### config.mk
export PLATFORM = sky130hd
export DESIGN_NAME = debounced_press_counter_multitap_clear_core
export DESIGN_NICKNAME = d
export VERILOG_FILES = /design/src/hdl/dpc_pkg.sv /design/src/hdl/debounced_press_counter_multitap_clear_core.sv
export VERILOG_INCLUDE_DIRS = /design/src /design/src/hdl
export SDC_FILE = /design/constraint.sdc
export NUM_CORES = 1
export LEC_CHECK = 0
export ABC_AREA = 1
export ABC_CLOCK_PERIOD_IN_PS = 6600
export BUFFER_PORTS_ARGS = -buffer_cell sky130_fd_sc_hd__buf_2
export CAP_MARGIN = 20
export CORE_ASPECT_RATIO = 1.4
export CORE_MARGIN = 4
export CORE_UTILIZATION = 25
export DETAILED_ROUTE_END_ITERATION = 8
export PLACE_DENSITY_LB_ADDON = 0.2
export SLEW_MARGIN = 20
export SYNTH_ARGS = -nofsm -noshare
export SYNTH_HDL_FRONTEND = slang
export SYNTH_SLANG_ARGS = --single-unit
### constraint.sdc
create_clock -name clk_i -period 6.6 [get_ports clk_i]
set_input_delay 0 -clock clk_i [delete_from_list [all_inputs] [get_ports clk_i]]
set_output_delay 0 -clock clk_i [all_outputs]
set_load 0.01 [all_outputs]
### src/hdl/debounced_press_counter_multitap_clear_core_defines.svh
// ---------------------------------------------------------------------------
// debounced press counter assertion macros
// concurrent checks clocked on clk_i, disabled while rst_ni is low
// ---------------------------------------------------------------------------
`ifndef DEBOUNCED_PRESS_COUNTER_MULTITAP_CLEAR_CORE_DEFINES_SVH
`define DEBOUNCED_PRESS_COUNTER_MULTITAP_CLEAR_CORE_DEFINES_SVH

`ifndef SYNTH
`define DPC_ASSERT_IMP(name, ante, cons, msg) \
  name: assert property (@(posedge clk_i) disable iff (!rst_ni) (ante) |-> (cons)) \
    else $error(msg);
`define DPC_ASSERT_NXT(name, ante, cons, msg) \
  name: assert property (@(posedge clk_i) disable iff (!rst_ni) (ante) |=> (cons)) \
    else $error(msg);
`else
`define DPC_ASSERT_IMP(name, ante, cons, msg)
`define DPC_ASSERT_NXT(name, ante, cons, msg)
`endif

`endif

### src/hdl/dpc_pkg.sv
// ---------------------------------------------------------------------------
// dpc_pkg
// shared widths, reset values and codes of the debounced press counter
// ---------------------------------------------------------------------------
`default_nettype none

package dpc_pkg;

  localparam int unsigned COUNT_WIDTH_DEF = 16;
  localparam int unsigned TIME_WIDTH_DEF  = 32;

  localparam int unsigned NOW_W      = 32;
  localparam int unsigned MS_CFG_W   = 16;
  localparam int unsigned TAPS_W     = 4;
  localparam int unsigned TOTAL_W    = 16;
  localparam int unsigned EVENT_W    = 3;
  localparam int unsigned CFG_IDX_W  = 3;
  localparam int unsigned CFG_DATA_W = 16;

  localparam logic [MS_CFG_W-1:0] DEBOUNCE_RST   = 16'd50;
  localparam logic [MS_CFG_W-1:0] MAX_GAP_RST    = 16'd1000;
  localparam logic [MS_CFG_W-1:0] WINDOW_RST     = 16'd3000;
  localparam logic [TAPS_W-1:0]   CLEAR_CNT_RST  = 4'd5;
  localparam logic [TAPS_W-1:0]   RUN_FIRST_TAPS = 4'd2;

  localparam logic [CFG_IDX_W-1:0] CFG_DEBOUNCE  = 3'd0;
  localparam logic [CFG_IDX_W-1:0] CFG_MAX_GAP   = 3'd1;
  localparam logic [CFG_IDX_W-1:0] CFG_WINDOW    = 3'd2;
  localparam logic [CFG_IDX_W-1:0] CFG_CLEAR_CNT = 3'd3;

  typedef enum logic [EVENT_W-1:0] {
    EV_NONE       = 3'd0,
    EV_RUN_START  = 3'd1,
    EV_CLEARED    = 3'd2,
    EV_TOO_SLOW   = 3'd3,
    EV_GAP_CANCEL = 3'd4,
    EV_TIMEOUT    = 3'd5
  } run_event_e;

endpackage

`default_nettype wire

### src/hdl/debounced_press_counter_multitap_clear_core.sv
// ---------------------------------------------------------------------------
// debounced press counter with multi-tap clear
// debounces an active-low button sample stream, counts presses and clears
// the counter after a run of fast presses within a total window
// ---------------------------------------------------------------------------
//  channel  direction  handshake              payload
//  in       input      in_valid_i/in_ready_o    pin_level_i, now_ms_i
//  out      output     out_valid_o/out_ready_i  press_detected_o .. run_event_o
//  cfg      input      cfg_valid_i/cfg_ready_o  cfg_index_i, cfg_data_i
//
//  one sample per cycle while the output is not stalled; a sample passes through
//  the input register and then the result register, where its result is presented
//  reset clears all debounce and run state and loads the default registers
//  a stalled result holds; one more sample waits in the input register
// ---------------------------------------------------------------------------
`default_nettype none

`include "debounced_press_counter_multitap_clear_core_defines.svh"

module debounced_press_counter_multitap_clear_core #(
  parameter int unsigned COUNT_WIDTH = dpc_pkg::COUNT_WIDTH_DEF,
  parameter int unsigned TIME_WIDTH  = dpc_pkg::TIME_WIDTH_DEF
) (
  input  logic                           clk_i,
  input  logic                           rst_ni,
  input  logic                           in_valid_i,
  output logic                           in_ready_o,
  input  logic                           pin_level_i,
  input  logic [dpc_pkg::NOW_W-1:0]      now_ms_i,
  output logic                           out_valid_o,
  input  logic                           out_ready_i,
  output logic                           press_detected_o,
  output logic                           button_held_o,
  output logic [dpc_pkg::TOTAL_W-1:0]    press_total_o,
  output logic [dpc_pkg::TAPS_W-1:0]     fast_taps_o,
  output logic                           run_active_o,
  output logic [dpc_pkg::EVENT_W-1:0]    run_event_o,
  input  logic                           cfg_valid_i,
  output logic                           cfg_ready_o,
  input  logic [dpc_pkg::CFG_IDX_W-1:0]  cfg_index_i,
  input  logic [dpc_pkg::CFG_DATA_W-1:0] cfg_data_i
);
  import dpc_pkg::*;

  // configuration
  logic [MS_CFG_W-1:0] debounce_q, max_gap_q, window_q;
  logic [TAPS_W-1:0]   clear_cnt_q;

  // input register
  logic                  in_valid_q;
  logic                  in_level_q;
  logic [TIME_WIDTH-1:0] in_now_q;
  logic                  advance;

  // block state
  logic                   stable_q, stable_d;
  logic                   raw_prev_q;
  logic [TIME_WIDTH-1:0]  change_time_q, change_time_d;
  logic [COUNT_WIDTH-1:0] count_q, count_d;
  logic                   held_q, held_d;
  logic                   run_on_q, run_on_d;
  logic [TAPS_W-1:0]      taps_q, taps_d;
  logic [TIME_WIDTH-1:0]  run_start_q, run_start_d;
  logic [TIME_WIDTH-1:0]  last_tap_q, last_tap_d;

  // result register
  logic                 out_valid_q;
  logic                 press_q;
  logic                 held_out_q;
  logic [TOTAL_W-1:0]   total_q;
  logic [TAPS_W-1:0]    taps_out_q;
  logic                 run_out_q;
  logic [EVENT_W-1:0]   event_q;

  // datapath
  logic [TIME_WIDTH+NOW_W-1:0]    now_ext;
  logic [TIME_WIDTH+MS_CFG_W-1:0] debounce_ext, max_gap_ext, window_ext;
  logic [TIME_WIDTH-1:0]          debounce_t, max_gap_t, window_t;
  logic [TIME_WIDTH-1:0]          el_change, el_last, el_start, el_run;
  logic [COUNT_WIDTH+TOTAL_W-1:0] count_ext;
  logic                           settle, press, gap_ok;
  logic [TAPS_W-1:0]              taps_inc;
  run_event_e                     event_d;

  assign cfg_ready_o = 1'b1;

  always_ff @(posedge clk_i or negedge rst_ni) begin
    if (!rst_ni) begin
      debounce_q  <= DEBOUNCE_RST;
      max_gap_q   <= MAX_GAP_RST;
      window_q    <= WINDOW_RST;
      clear_cnt_q <= CLEAR_CNT_RST;
    end else if (cfg_valid_i) begin
      case (cfg_index_i)
        CFG_DEBOUNCE:  debounce_q  <= cfg_data_i;
        CFG_MAX_GAP:   max_gap_q   <= cfg_data_i;
        CFG_WINDOW:    window_q    <= cfg_data_i;
        CFG_CLEAR_CNT: clear_cnt_q <= cfg_data_i[TAPS_W-1:0];
        default: ;
      endcase
    end
  end

  assign advance    = in_valid_q && (!out_valid_q || out_ready_i);
  assign in_ready_o = !in_valid_q || advance;
  assign now_ext    = {{TIME_WIDTH{1'b0}}, now_ms_i};

  always_ff @(posedge clk_i or negedge rst_ni) begin
    if (!rst_ni) begin
      in_valid_q <= 1'b0;
    end else if (in_ready_o) begin
      in_valid_q <= in_valid_i;
    end
  end

  always_ff @(posedge clk_i) begin
    if (in_valid_i && in_ready_o) begin
      in_level_q <= pin_level_i;
      in_now_q   <= now_ext[TIME_WIDTH-1:0];
    end
  end

  assign debounce_ext = {{TIME_WIDTH{1'b0}}, debounce_q};
  assign max_gap_ext  = {{TIME_WIDTH{1'b0}}, max_gap_q};
  assign window_ext   = {{TIME_WIDTH{1'b0}}, window_q};
  assign debounce_t   = debounce_ext[TIME_WIDTH-1:0];
  assign max_gap_t    = max_gap_ext[TIME_WIDTH-1:0];
  assign window_t     = window_ext[TIME_WIDTH-1:0];

  // debounce
  assign change_time_d = (in_level_q != raw_prev_q) ? in_now_q : change_time_q;
  assign el_change     = in_now_q - change_time_d;
  assign settle        = (el_change > debounce_t) && (stable_q != in_level_q);
  assign press         = settle && !in_level_q;
  assign stable_d      = settle ? in_level_q : stable_q;
  assign held_d        = settle ? !in_level_q : held_q;

  // fast run
  assign el_last  = in_now_q - last_tap_q;
  assign el_start = in_now_q - run_start_q;
  assign gap_ok   = el_last <= max_gap_t;
  assign taps_inc = taps_q + 1'b1;

  always_comb begin
    logic run_mid;
    logic start_now;
    run_mid     = run_on_q;
    start_now   = 1'b0;
    count_d     = press ? count_q + 1'b1 : count_q;
    taps_d      = taps_q;
    run_start_d = run_start_q;
    last_tap_d  = press ? in_now_q : last_tap_q;
    event_d     = EV_NONE;
    if (press) begin
      if (!run_on_q) begin
        if ((last_tap_q != '0) && gap_ok) begin
          run_mid     = 1'b1;
          start_now   = 1'b1;
          run_start_d = last_tap_q;
          taps_d      = RUN_FIRST_TAPS;
          event_d     = EV_RUN_START;
        end
      end else if (gap_ok) begin
        taps_d = taps_inc;
        if (taps_inc >= clear_cnt_q) begin
          if (el_start <= window_t) begin
            count_d = '0;
            event_d = EV_CLEARED;
          end else begin
            event_d = EV_TOO_SLOW;
          end
          run_mid     = 1'b0;
          taps_d      = '0;
          run_start_d = '0;
        end
      end else begin
        event_d     = EV_GAP_CANCEL;
        run_mid     = 1'b0;
        taps_d      = '0;
        run_start_d = '0;
      end
    end
    el_run = start_now ? el_last : el_start;
    if (run_mid && (el_run > window_t)) begin
      event_d     = EV_TIMEOUT;
      run_mid     = 1'b0;
      taps_d      = '0;
      run_start_d = '0;
    end
    run_on_d = run_mid;
  end

  always_ff @(posedge clk_i or negedge rst_ni) begin
    if (!rst_ni) begin
      stable_q      <= 1'b0;
      raw_prev_q    <= 1'b0;
      change_time_q <= '0;
      count_q       <= '0;
      held_q        <= 1'b0;
      run_on_q      <= 1'b0;
      taps_q        <= '0;
      run_start_q   <= '0;
      last_tap_q    <= '0;
    end else if (advance) begin
      stable_q      <= stable_d;
      raw_prev_q    <= in_level_q;
      change_time_q <= change_time_d;
      count_q       <= count_d;
      held_q        <= held_d;
      run_on_q      <= run_on_d;
      taps_q        <= taps_d;
      run_start_q   <= run_start_d;
      last_tap_q    <= last_tap_d;
    end
  end

  assign count_ext = {{TOTAL_W{1'b0}}, count_d};

  always_ff @(posedge clk_i or negedge rst_ni) begin
    if (!rst_ni) begin
      out_valid_q <= 1'b0;
    end else if (advance) begin
      out_valid_q <= 1'b1;
    end else if (out_ready_i) begin
      out_valid_q <= 1'b0;
    end
  end

  always_ff @(posedge clk_i) begin
    if (advance) begin
      press_q    <= press;
      held_out_q <= held_d;
      total_q    <= count_ext[TOTAL_W-1:0];
      taps_out_q <= taps_d;
      run_out_q  <= run_on_d;
      event_q    <= event_d;
    end
  end

  assign out_valid_o      = out_valid_q;
  assign press_detected_o = press_q;
  assign button_held_o    = held_out_q;
  assign press_total_o    = total_q;
  assign fast_taps_o      = taps_out_q;
  assign run_active_o     = run_out_q;
  assign run_event_o      = event_q;

  `DPC_ASSERT_IMP(a_clear_ends_run, out_valid_o && (run_event_o == EV_CLEARED), (press_total_o == '0) && !run_active_o && (fast_taps_o == '0), "clear left counter or run state")
  `DPC_ASSERT_IMP(a_press_is_held, out_valid_o && press_detected_o, button_held_o, "press without held level")
  `DPC_ASSERT_IMP(a_taps_track_run, out_valid_o, run_active_o == (fast_taps_o != '0), "tap count disagrees with run flag")
  `DPC_ASSERT_NXT(a_stall_keeps_input, in_valid_q && out_valid_o && !out_ready_i, in_valid_q, "queued sample lost during stall")

endmodule

`default_nettype wire
# ---- Word level (Yosys, flattened, before mapping)
# Cells that the tools add are included.
dict set report totals {
  reg_bits 233
  wordCells 102
}
dict set report op_classes {
  addsub 5
  n_lt_le_gt_ge 5
  n_eq_ne 6
  mux 37
  bitwise 1
  reduce_logical 24
}
# cell n
set op_table {}
lappend op_table {{$mux W32} 8}
lappend op_table {{$mux W16} 6}
lappend op_table {{$sub A32 B32 Y32} 3}
lappend op_table {{$gt A32 B16 Y1} 2}
lappend op_table {{$le A32 B16 Y1} 2}
lappend op_table {{$reduce_bool A32 Y1} 1}
lappend op_table {{$mux W4} 6}
lappend op_table {{$add A16 B1 Y16 const B} 1}
lappend op_table {{$mux W1} 13}
lappend op_table {{$reduce_and A2 Y1} 6}
lappend op_table {{$mux W3} 3}
lappend op_table {{$eq A3 B2 Y1 const B} 2}
lappend op_table {{$logic_and A1 B1 Y1} 6}
lappend op_table {{$add A4 B1 Y4 const B} 1}
lappend op_table {{$ge A4 B4 Y1} 1}
lappend op_table {{$ne A4 B2 Y1 const B} 1}
lappend op_table {{$reduce_and A4 Y1} 1}
lappend op_table {{$reduce_bool A2 Y1} 2}
lappend op_table {{$eq A3 B1 Y1 const B} 1}
lappend op_table {{$logic_not A1 Y1} 3}
lappend op_table {{$logic_not A3 Y1} 1}
lappend op_table {{$reduce_bool A3 Y1} 1}
lappend op_table {{$logic_or A1 B1 Y1} 2}
lappend op_table {{$mux W2} 1}
lappend op_table {{3 further kinds} 4}

# ---- Depth between registers and ports, before layout
# Gate-level depths: netlist (run 1).
dict set report depth {
  ltp_word 12
  mapped_depth 50
  mapped_depth_nobuf 47
}

# ---- Worst setup path before layout (run 1)
# No wires, ideal clock.
dict set report synth_path {
  path_type {register -> register}
  start {reg in_level_q}
  end {reg event_q[0] (netlist: run_event_o[0]), data pin}
  setup_time_ps 253
  t_arrival_ps 5683
  required_time_ps 6347
  setup_slack_ps 664
  path_stages_with_launch 45
  path_buffers 3
  synth_period_minus_slack_ps 5936
  path_cell_list {edfxtp_1 > inv_2 > nand2_1 > nand2_1 > clkbuf_1 > clkbuf_1 > nand2_1 > o21ai_0 > ha_1 > inv_1 > o21ai_0 > inv_1 > nand2_1 > a21oi_1 > nand2_1 > xor2_1 > ha_1 > nand2_1 > [9 not listed] > nor2_2 > nand2_2 > nand3_2 > buf_2 > mux2_2 > ha_1 > nand2_1 > inv_1 > a221oi_1 > o221ai_1 > nand2_1 > o2111ai_1 > o21ai_0 > nand2_2 > nand2_4 > inv_1 > nor2_1 > nand2_1}
}
dict set report synth_between {
  elab_chain_len 10
  word_cells_on_any_way 14
  classes_between {add/sub (1); order compare (2); eq/ne (2); mux (5); reduce/logical (4)}
}
# element line_no
set synth_rtl {}
lappend synth_rtl {{start: declaration} debounced_press_counter_multitap_clear_core.sv:51} ;# logic in_level_q;
lappend synth_rtl {{start signal: assignment} debounced_press_counter_multitap_clear_core.sv:118} ;# in_level_q <= pin_level_i;
lappend synth_rtl {{$ne A1 B1 Y1} debounced_press_counter_multitap_clear_core.sv:131} ;# assign change_time_d = (in_level_q != raw_prev_q) ? in_now_q : change_time_q;
lappend synth_rtl {{$mux W32} debounced_press_counter_multitap_clear_core.sv:131}
lappend synth_rtl {{$sub A32 B32 Y32} debounced_press_counter_multitap_clear_core.sv:132} ;# assign el_change = in_now_q - change_time_d;
lappend synth_rtl {{$gt A32 B16 Y1} debounced_press_counter_multitap_clear_core.sv:133} ;# assign settle = (el_change > debounce_t) && (stable_q != in_level_q);
lappend synth_rtl {{$logic_and A1 B1 Y1} debounced_press_counter_multitap_clear_core.sv:133}
lappend synth_rtl {{$logic_and A1 B1 Y1 *} debounced_press_counter_multitap_clear_core.sv:134} ;# assign press = settle && !in_level_q;
lappend synth_rtl {{$mux W1} debounced_press_counter_multitap_clear_core.sv:154} ;# if (press) begin
lappend synth_rtl {{$mux W32} debounced_press_counter_multitap_clear_core.sv:183} ;# el_run = start_now ? el_last : el_start;
lappend synth_rtl {{$gt A32 B16 Y1} debounced_press_counter_multitap_clear_core.sv:184} ;# if (run_mid && (el_run > window_t)) begin
lappend synth_rtl {{$logic_and A1 B1 Y1} debounced_press_counter_multitap_clear_core.sv:184}
lappend synth_rtl {{end signal: assignment} debounced_press_counter_multitap_clear_core.sv:236} ;# event_q <= event_d;
lappend synth_rtl {{end: declaration} debounced_press_counter_multitap_clear_core.sv:73} ;# logic [EVENT_W-1:0] event_q;
# Mark *: on every way between the ends. The rest lies on a longest branch, timed or not.
# A chain may end at the register's enable or synchronous reset.

# ---- Worst setup path in the final report (run 1)
dict set report layout_path {
  start {reg in_now_q[12]}
  end {reg event_q[0] (netlist: run_event_o[0]), data pin}
}
dict set report layout_between {
  elab_chain_len 9
  word_cells_on_any_way 25
  classes_between {add/sub (3); order compare (4); mux (14); reduce/logical (4)}
}
# element line_no
set layout_rtl {}
lappend layout_rtl {{start: declaration} debounced_press_counter_multitap_clear_core.sv:52} ;# logic [TIME_WIDTH-1:0] in_now_q;
lappend layout_rtl {{start signal: assignment} debounced_press_counter_multitap_clear_core.sv:119} ;# in_now_q <= now_ext[TIME_WIDTH-1:0];
lappend layout_rtl {{$sub A32 B32 Y32 / $mux W32 (equally long branches)} {debounced_press_counter_multitap_clear_core.sv:139, debounced_press_counter_multitap_clear_core.sv:131}}
lappend layout_rtl {{$le A32 B16 Y1 / $sub A32 B32 Y32 (equally long branches)} {debounced_press_counter_multitap_clear_core.sv:141, debounced_press_counter_multitap_clear_core.sv:132}}
lappend layout_rtl {{$logic_and A1 B1 Y1 / $gt A32 B16 Y1 (equally long branches)} {debounced_press_counter_multitap_clear_core.sv:156, debounced_press_counter_multitap_clear_core.sv:133}}
lappend layout_rtl {{$mux W1 / $logic_and A1 B1 Y1 (equally long branches)} {debounced_press_counter_multitap_clear_core.sv:156, debounced_press_counter_multitap_clear_core.sv:133}}
lappend layout_rtl {{$mux W1 / $logic_and A1 B1 Y1 (equally long branches)} {debounced_press_counter_multitap_clear_core.sv:155, debounced_press_counter_multitap_clear_core.sv:134}}
lappend layout_rtl {{$mux W1} debounced_press_counter_multitap_clear_core.sv:154}
lappend layout_rtl {{$mux W32} debounced_press_counter_multitap_clear_core.sv:183}
lappend layout_rtl {{$gt A32 B16 Y1} debounced_press_counter_multitap_clear_core.sv:184}
lappend layout_rtl {{$logic_and A1 B1 Y1} debounced_press_counter_multitap_clear_core.sv:184}
# Parallel ways exist; a longest one is shown, timed or not.

==> results of run 1 <==
[cells in the mapped netlist (8+ instances only)]
cell / n / share of area
ha_1: 153 / 0.10
o21ai_0: 217 / 0.059
nand2_2: 8 / 0.0027
dfstp_2: 18 / 0.026
o21ai_1: 13 / 0.0035
nand2_1: 786 / 0.16
nand3_1: 139 / 0.038
a21oi_1: 151 / 0.041
xor2_1: 56 / 0.026
nor2_1: 178 / 0.036
dfrtp_1: 156 / 0.21
a31oi_1: 8 / 0.0027
nand3b_1: 9 / 0.0036
inv_1: 430 / 0.087
nand4_1: 63 / 0.021
clkbuf_1: 37 / 0.0075
o21bai_1: 13 / 0.0053
edfxtp_1: 59 / 0.096
nor3_1: 38 / 0.010
xnor2_1: 15 / 0.0071
inv_2: 9 / 0.0018
mux2_2: 12 / 0.0073
nand3_2: 8 / 0.0043
nor4_1: 17 / 0.0057
buf_2: 12 / 0.0032
[area by class of cell]
class,count,share of cell area
Inverter,439,0.0739
Multi-Input combinational cell,1945,0.476
Timing Repair Buffer,232,0.0797
Clock inverter,20,0.00851
Clock buffer,34,0.0333
Tap cell,952,0.0533
Sequential cell,233,0.275
[cell families (layout without fill, tap and decap cells)]
kind of cell,after synthesis,count (layout),synth area share
other,1,1,0.000202
AO/OA/AOI/OAI,436,436,0.125
flip-flops,233,233,0.332
buffers and inverters,500,725,0.105
XOR/XNOR,71,71,0.0335
AND/OR/NAND/NOR,1269,1270,0.291
adder cells (fa/ha/maj),155,155,0.105
multiplexers,12,12,0.00729
[worst paths after layout]
kind	to	slack, ns	from	depth (start not counted)
worst max-delay path	run_event_o[0]	0.47	in_now_q[12]	37
worst min-delay path	in_now_q[9]	0.12	now_ms_i[9]	2
worst max register to register	run_event_o[0]	0.47	in_now_q[12]	37
worst min register to register	run_start_q[28]	0.48	run_start_q[28]	2
max in group asynchronous	change_time_q[16]	4.99	rst_ni	4
min in group asynchronous	debounce_q[15]	0.46	rst_ni	3
[state kept, by name, summed over array words and instances, names as in the netlist, 3 cells and up]
register,cells
change_time_q,32
in_now_q,32
last_tap_q,32
run_start_q,32
count_q,16
debounce_q,16
max_gap_q,16
press_total_o,16
window_q,16
clear_cnt_q,4
fast_taps_o,4
taps_q,4
run_event_o,3
[critical path: cells and delay by family, from the launching register on]
kind            cells  cell delay (ns)
simple gates       18             2.23
buf+inv             9             1.12
compound gates      6             1.02
fa+ha+maj           3             0.96
flops               1             0.44
xor+xnor            1             0.18
[metal layers]
metal  wire length, µm  GRT usage  up-vias
met5                 0          0        -
met4              2130     0.0513        0
met3              2200     0.0142      101
met2             38800      0.352      349
met1             27700      0.195     8519
li1                  -          -     9089
[power groups by stage]
stage / clock network, mW / logic [mW] / registers [mW]
after floorplan: 0 / 3.90 / 2.13
after global placement: 0 / 5.97 / 2.25
after detailed placement: 0 / 5.95 / 2.24
after CTS: 1.67 / 6.02 / 2.22
after global routing: 1.73 / 6.91 / 2.27
final: 1.62 / 6.15 / 2.22
[per-stage QoR]
stage          worst slack, ns  total power, mW  utilization  cells  area [µm²]
6_report                 0.470             9.99        0.305   3855       22400
5_1_grt                0.00212             10.9        0.305   3855       22400
4_1_cts                 0.0465             9.91        0.301   3837       22000
3_5_place_dp           0.00603             8.19        0.279   3722       20500
3_3_place_gp             0.139             8.22        0.279   3722       20400
2_1_floorplan            0.664             6.03            -   2677       18500
[placed cells by master, fill, tap and decap left out, types with 14 or more instances in the layout]
cell type and n:
a21oi_1 149, buf_2 83, buf_4 79, clkbuf_16 29, dfrtp_1 155, dfstp_2 18, dlygate4sd3_1 60, edfxtp_1 59
ha_1 149, inv_1 425, nand2_1 774, nand2_2 19, nand3_1 134, nand4_1 63, nor2_1 172, nor3_1 37
nor4_1 17, o21ai_0 212, o21ai_1 17, xnor2_1 14, xor2_1 54
[timing repair]
item | 4_1_cts | 5_1_grt
endpoints found under the setup margin | 3 | 45
gates cloned | 0 | 1
hold buffers | 61 | 0
gates resized for setup | 1 | 52
buffers inserted | 0 | 17
pin swaps | 0 | 16
endpoints found under the hold margin | 142 | 0
==> impl_results.md, run 1 <==
* Outcome: completed
* Ys flop type: dfrtp_1
* Synthesis Warnings at 0
* Most used cell, CP: nand2_1
* Number of DRC markers in iteration 0 at 1124
* Max Cap Viol at 0
* Antenna violations before repair at 0
* Clock slew at reported path FFs at 0.06 ns
* Hold Vio Cnt, Final at 0
* Hold crit path type: in -> reg
* Slowest Stage Delay on Critical Path at 0.44 ns
* Minimum clock period at 6.13 ns
* RSZ-0062 raised after global routing: false
* Area delta synth->final at 20.6%
* Initial core utilization at 0.253
* Worst-Margin Slew at 0.934 ns
* Die height at around 330 µm
* Yosys cell types at 50
* Wire length of the first global-routing pass at around 110 mm
* Seq/Total Area, Yosys at 0.332
* Vias in the first global route at 18.2k
* Net count after synthesis at 2889
* Leakage at roughly 11 nW
* Num Clock Sinks at ~230
* PwrDens at 447 mW/mm²
* Post-route ant nets at 0
* HPWL after detailed placement at 57.6 mm
* Cell internal pwr at roughly 5.0 mW
* Syn Area/Cell at 6.93 µm²
* Critical path peak fanout at 9
* Arrival time at the worst endpoint at 6.58 ns
* Drt total wl at 70.9 mm
* Number of H-tree levels at 1
* Crit-path slowest cell: edfxtp_1
* Final period util at 0.929
* Pre-antenna DRT Iters at 5
* Site Rows at roughly 120
* Area of the multi-input gates at 0.0106 mm²
* Fraction of layout cells with a size suffix above 1 at 0.113
* Setup TNS at 0 ns
* Gr ovfl total at 0
* Total core area at 0.0732 mm²
* Sequential power share at 0.222
* Count of final setup violators at 0
* I/O pin cnt at 86
* Peak Freq at 163 MHz
* Clk root buf: clkbuf_16
* DRC at 0
* Slew headroom at 0.372
* Crit path required time at 7.05 ns
* Register area at 0.00615 mm²
* Switching share of total power at 0.498
* # diodes at 0
* Crit. End Element: flip-flop
* Worst Skew at 0.0296 ns
* Slew Limit Fails at 0
* Die W at 238 µm
* Mapped Area at about 0.019 mm²
* Routed WL per cell at around 18 µm
* Detailed-route via count at 18.1k
* Num CTS Buffers at 29
* Synthesized flop and latch total at 233
* Die area at just under 0.08 mm²
* Clock Power Share at 0.162
* Post-layout net count at 3092
* Fraction of registers with async set/reset at 0.747
* Syn Inst Count at 2677
* Worst skew pair latency at 0.60 ns
* Setup CP Type: reg -> reg
* P_sw at 4.97 mW
* Largest net degree at the start of global routing at 64
* Worst vdd ir at 0.209 mV
* CTS max path bufs at 3
* Logic pwr share at 0.615
* Global router's overall resource usage at 0.176
* CTS tree: done
* Vias per inst at between 4 and 5
* Crit start category: flip-flop
* Worst hold slack at 0.115 ns
* Placer Congestion at about 0.95
* Port Buf Inserts at 84
* Post-synth EDFFs at 59
* Layout fillers at 8139
(Power assumes the default switching activity.)
==> run 2: changes to the inputs <==
Settings changed: CELL_PAD_IN_SITES_DETAIL_PLACEMENT set to 0, CELL_PAD_IN_SITES_GLOBAL_PLACEMENT set to 1.
==> impl_results.md, run 2 (synthesis results as in run 1) <==
* Placer Congestion at 0.905 (-4.6%)
* Pre-antenna DRT Iters at 5 (unchanged)
* Worst Skew at 0.0695 ns (+0.0399 ns)
* R2r setup slk at 0.30 ns (-0.17 ns)
* Port Buf Inserts at 84 (unchanged)
* Number of DRC markers in iteration 0 at 981 (-13%)
* Arrival time at the worst endpoint at 6.79 ns (+0.21 ns)
* Reg2reg start: in_now_q[1]
* Vias in the first global route at 18.0k (-1.2%)
* Die height at 330 µm (unchanged)
* Most common cell after layout, fill and taps aside: nand2_1
* Critical path peak fanout at 7 (-2)
* Worst hold slack at 0.0519 ns (-0.0633 ns)
* Hold Vio Cnt, Final at 0 (unchanged)
* Clk root buf: clkbuf_16
* Crit path required time at 7.09 ns (+0.04 ns)
* Slew headroom at 0.343 (-0.0288)
* Outcome: completed
* Switching share of total power at 0.502 (+0.00417)
* Drt total wl at 71.3 mm (+0.59%)
* Routed length on met1 at 29.8 mm (+7.5%)
* Most used cell, CP: nand2_1
* Max Cap Viol at 0 (unchanged)
* PwrDens at 444 mW/mm² (-0.66%)
* Total core area at 0.0732 mm² (unchanged)
* Met3 wire length at 1.93 mm (-12%)
* Post-layout net count at 3078 (-0.45%)
* DRC at 0 (unchanged)
* Worst vdd ir at 0.256 mV (+22%)
* Area delta synth->final at 20.6% (about the same)
* Sequential power share at 0.221 (about the same)
* Met2 wire length at 37.0 mm (-4.6%)
* Placed Area at 0.0203 mm² (-0.61%)
* Post-route cell area at 0.0224 mm² (about the same)
* Die area at 0.0786 mm² (unchanged)
* Final period util at 0.954 (+0.0251)
* Clock Power Share at 0.163 (about the same)
* Largest net degree at the start of global routing at 109 (+70%)
* Slew Limit Fails at 0 (unchanged)
* Initial core utilization at 0.253 (unchanged)
* Fraction of layout cells with a size suffix above 1 at 0.111 (-0.00218)
* Slowest Stage Delay on Critical Path at 0.48 ns (+0.04 ns)
* Logic pwr share at 0.616 (about the same)
* Global router's overall resource usage at 0.176 (-0.000403)
* Top layer used by detailed routing: met4
* Num CTS Buffers at 28 (-3.4%)
* HPWL after detailed placement at 57.9 mm (+0.53%)
* Gr ovfl total at 0 (unchanged)
* Commonest non-fill, non-tap cells in the layout: 774 x nand2_1, 426 x inv_1, 211 x o21ai_0
* I/O pin cnt at 86 (unchanged)
* Routed WL per cell at 18.6 µm (+0.99%)
* Vias per inst at 4.68 (about the same)
* Worst skew pair latency at 0.62 ns (+0.02 ns)
* Setup CP Type: reg -> reg
* Site Rows at 117 (unchanged)
* Post-route ant nets at 0 (unchanged)
* Number of H-tree levels at 1 (unchanged)
* Cell internal pwr at 4.95 mW (-1.4%)
* Count of final setup violators at 0 (unchanged)
* CTS max path bufs at 3 (unchanged)
* Peak Freq at 159 MHz (-2.6%)
* Crit. End Element: flip-flop
* Leakage at 11.0 nW (-0.16%)
* CTS tree: done
* Hold crit path type: in -> async
* Antenna violations before repair at 2 (+2)
* Num Clock Sinks at 233 (unchanged)
* Worst-Margin Slew at 0.981 ns (+0.0467 ns)
* Crit start category: flip-flop
* Reg2reg path depth at 37 (unchanged)
* Crit-path slowest cell: edfxtp_1
* R2r endpoint: run_start_q[28]
* Detailed-route via count at 18.0k (-0.39%)
* P_sw at 4.99 mW (+0.23%)
* Clock slew at reported path FFs at 0.06 ns (about the same)
* Die W at 238 µm (unchanged)
* Minimum clock period at 6.30 ns (+0.166 ns)
* Wire length of the first global-routing pass at 107 mm (-0.19%)
* # diodes at 0 (unchanged)
==> run 2: cell types whose count changed in the layout (fill, tap and decap cells not counted), sizes merged <==
cell         before  now
clkbuf           35   45
clkinv           12    4
bufinv            3    2
dlygate4sd3      60   61
clkinvlp          2    3
buf             171  154
nand2           801  800
==> run 2: per-layer routing <==
metal  global-route usage  up-vias
met5                    0        -
met4               0.0597        0
met3               0.0119       90
met2                0.332      322
met1                0.209     8500
li1                     -     9075
==> run 2: worst max path at each step <==
stage | from | end | slack, ns
final | in_now_q[1] | run_start_q[28] | 0.30
after global routing | in_level_q | run_start_q[13] | -0.03
after CTS | in_now_q[0] | run_start_q[11] | 0.04
after detailed placement | in_now_q[0] | run_start_q[24] | -0.04
after global placement | in_level_q | run_start_q[22] | 0.04
after floorplan | in_level_q | run_event_o[0] | 0.66
==> run 2: repair_timing <==
action / in CTS / in global routing
endpoints found under the hold margin: 194 / 7
endpoints found under the setup margin: 37 / 45
hold buffers: 57 / 4
cloned: 0 / 5
pin swaps: 1 / 18
setup buffers: 0 / 14
gates resized for setup: 6 / 52
==> run 2: metrics by stage <==
step                      cells  utilization  setup WS (ns)  power, mW  setup TNS [ns]
after floorplan            2677            -          0.664       6.03               0
after global placement     3706        0.278         0.0405       8.06               0
after detailed placement   3706        0.278        -0.0403       8.09          -0.862
after CTS                  3815        0.299         0.0362       9.83               0
after global routing       3840        0.306        -0.0308       10.8          -0.357
final                      3840        0.306          0.304       9.93               0
==> run 2: worst max-delay path, delay by kind of cell, from the launching register on <==
kind / cells / cell delay, ns
AO/OA/AOI/OAI: 4 / 0.65
XOR/XNOR: 1 / 0.22
adder cells (fa/ha/maj): 3 / 0.86
buffers and inverters: 7 / 1.16
flip-flops: 1 / 0.48
multiplexers: 1 / 0.26
AND/OR/NAND/NOR: 21 / 2.51
==> run 2: final cells by class <==
cell class                      instances  area, µm²
Multi-Input combinational cell       1944      10700
Timing Repair Buffer                  220       1760
Clock buffer                           40        797
Inverter                              439       1650
Tap cell                              952       1190
Clock inverter                         12        155
Fill cell                            8032      50800
Sequential cell                       233       6150
==> run 2: power groups by stage <==
stage                     combinational, mW  sequential, mW  clock (mW)
after floorplan                        3.90            2.13           0
after global placement                 5.85            2.22           0
after detailed placement               5.88            2.21           0
after CTS                              5.95            2.19        1.68
after global routing                   6.86            2.24        1.73
final                                  6.12            2.19        1.62
==> run 3: changes to the inputs <==
Settings changed: ABC_CLOCK_PERIOD_IN_PS 6600 to 6800.
Clock period 6.6 ns to 6.8 ns, I/O delays scaled along.
==> impl_results.md, run 3 (synthesis results as in run 1) <==
* Drt total wl at 71.8 mm (+0.71%)
* Post-route ant nets at 0 (unchanged)
* DRC at 0 (unchanged)
* Critical path peak fanout at 16 (+9)
* Number of H-tree levels at 1 (unchanged)
* Area delta synth->final at 19.6%
* Setup CP Type: reg -> reg
* Initial core utilization at 0.253 (unchanged)
* HPWL after detailed placement at 58.2 mm (+0.46%)
* # diodes at 0 (unchanged)
* Crit path required time at 7.29 ns (+0.20 ns)
* Leakage at 11.0 nW (-0.75%)
* Gr ovfl total at 0 (unchanged)
* Vias per inst at 4.68 (about the same)
* P_sw at 4.87 mW (-2.2%)
* Fraction of layout cells with a size suffix above 1 at 0.108 (-0.00348)
* Clock Power Share at 0.162 (about the same)
* Number of DRC markers in iteration 0 at 947 (-3.5%)
* Minimum clock period at 6.41 ns (+0.111 ns)
* Commonest non-fill, non-tap cells in the layout: 778 x nand2_1, 427 x inv_1, 214 x o21ai_0
* Max Cap Viol at 0 (unchanged)
* Die height at 330 µm (unchanged)
* Worst-Margin Slew at 1.02 ns (+0.0435 ns)
* Global router's overall resource usage at 0.177 (+0.00147)
* Crit start category: flip-flop
* Clock slew at reported path FFs at 0.07 ns (about the same)
* Pre-antenna DRT Iters at 5 (unchanged)
* Outcome: completed
* Hold Vio Cnt, Final at 0 (unchanged)
* Arrival time at the worst endpoint at 6.90 ns (+0.11 ns)
* Logic pwr share at 0.616 (about the same)
* Most used cell, CP: nand2_1
* Sequential power share at 0.222 (about the same)
* Crit-path slowest cell: fa_1
* Worst skew pair latency at 0.62 ns (about the same)
* Clk root buf: clkbuf_16
* Num CTS Buffers at 28 (unchanged)
* Hold crit path type: in -> async
* Die W at 238 µm (unchanged)
* Fin cells at 3822 (-0.47%)
* Most common cell after layout, fill and taps aside: nand2_1
* Detailed-route via count at 17.9k (-0.46%)
* Die area at 0.0786 mm² (unchanged)
* I/O pin cnt at 86 (unchanged)
* Largest net degree at the start of global routing at 106 (-2.8%)
* Count of final setup violators at 0 (unchanged)
* Port Buf Inserts at 84 (unchanged)
* Final period util at 0.942 (-0.0118)
* Worst vdd ir at 0.245 mV (-4.1%)
* Site Rows at 117 (unchanged)
* Total power at 9.58 mW (-3.6%)
* Placer Congestion at 0.877 (-3.1%)
* Placed Area at 0.0203 mm² (-0.30%)
* Wire length of the first global-routing pass at 107 mm (about the same)
* Slowest Stage Delay on Critical Path at 0.42 ns (-0.06 ns)
* CTS max path bufs at 3 (unchanged)
* Antenna violations before repair at 0 (-2)
* Post-route cell area at 0.0222 mm² (-0.87%)
* Setup TNS at 0 ns (unchanged)
* PwrDens at 432 mW/mm² (-2.7%)
* Total core area at 0.0732 mm² (unchanged)
* Crit. End Element: flip-flop
* Peak Freq at 156 MHz (-1.7%)
* Placed cells at 3698 (-0.22%)
* Worst hold slack at 0.0669 ns (+0.0150 ns)
* Num Clock Sinks at 233 (unchanged)
* Post-layout net count at 3060 (-0.58%)
* Slew Limit Fails at 0 (unchanged)
* Cell internal pwr at 4.70 mW (-4.9%)
* Routed WL per cell at 18.8 µm (+1.2%)
* Worst Skew at 0.0726 ns (+0.00306 ns)
* Vias in the first global route at 18.1k (+0.36%)
* Switching share of total power at 0.509 (+0.00680)
* CTS tree: done
* Slew headroom at 0.315 (-0.0285)
-- run 3: area by class of cell --
type | instances | area (µm²)
clock buffer | 33 | 771
timing repair buffer | 201 | 1570
multi-input combinational | 1945 | 10700
clock inverter | 19 | 174
sequential | 233 | 6150
fill | 8038 | 51000
tap | 952 | 1190
inverter | 439 | 1650
-- run 3: per-stage QoR --
step,util,setup WS [ns]
2_1_floorplan,-,0.864
3_3_place_gp,0.277,0.148
3_5_place_dp,0.277,0.00909
4_1_cts,0.298,0.00993
5_1_grt,0.303,-0.00939
6_report,0.303,0.394
-- run 3: path summary, 6_finish.rpt --
kind,start,end,slack [ns],cells past startpoint
setup / recovery,in_now_q[0],run_start_q[25],0.39,42
hold / removal,rst_ni,debounce_q[2],0.07,2
setup reg to reg,in_now_q[0],run_start_q[25],0.39,42
hold reg to reg,run_start_q[27],run_start_q[27],0.48,2
max in group asynchronous,rst_ni,raw_prev_q,5.04,3
min in group clk_i,cfg_index_i[2],debounce_q[4],0.09,4
-- run 3: worst max-delay path: cells and delay by family (launching register included) --
kind,cells,cell delay [ns]
AOI/OAI and AO/OA,5,0.74
xor gates and xnor gates,1,0.17
adders and majority gates,4,1.30
buffers and inverters,10,1.26
DFF,1,0.33
and+or+nand+nor,22,2.47
-- run 3: power by group through the flow --
| stage | Sequential (mW) | Combinational [mW] | Clock (mW) |
|---|---|---|---|
| 6_report | 2.13 | 5.90 | 1.55 |
| 5_1_grt | 2.18 | 6.64 | 1.66 |
| 4_1_cts | 2.13 | 5.77 | 1.61 |
| 3_5_place_dp | 2.15 | 5.71 | 0 |
| 3_3_place_gp | 2.15 | 5.67 | 0 |
| 2_1_floorplan | 2.07 | 3.78 | 0 |
-- run 3: repair_timing --
item | in CTS | in global routing
gates resized for setup | 3 | 45
hold buffers | 57 | 0
buffers inserted | 0 | 11
cloned | 0 | 4
pin swaps | 0 | 14
endpoints found under the setup margin | 28 | 45
hold endpoints to repair | 195 | 0
-- run 3: metal layers --
metal / GRT usage / up-vias / routed length (µm)
li1: - / 9019 / -
met1: 0.207 / 8400 / 28900
met2: 0.324 / 361 / 36300
met3: 0.0205 / 125 / 2970
met4: 0.0783 / 0 / 3640
met5: 0 / - / 0
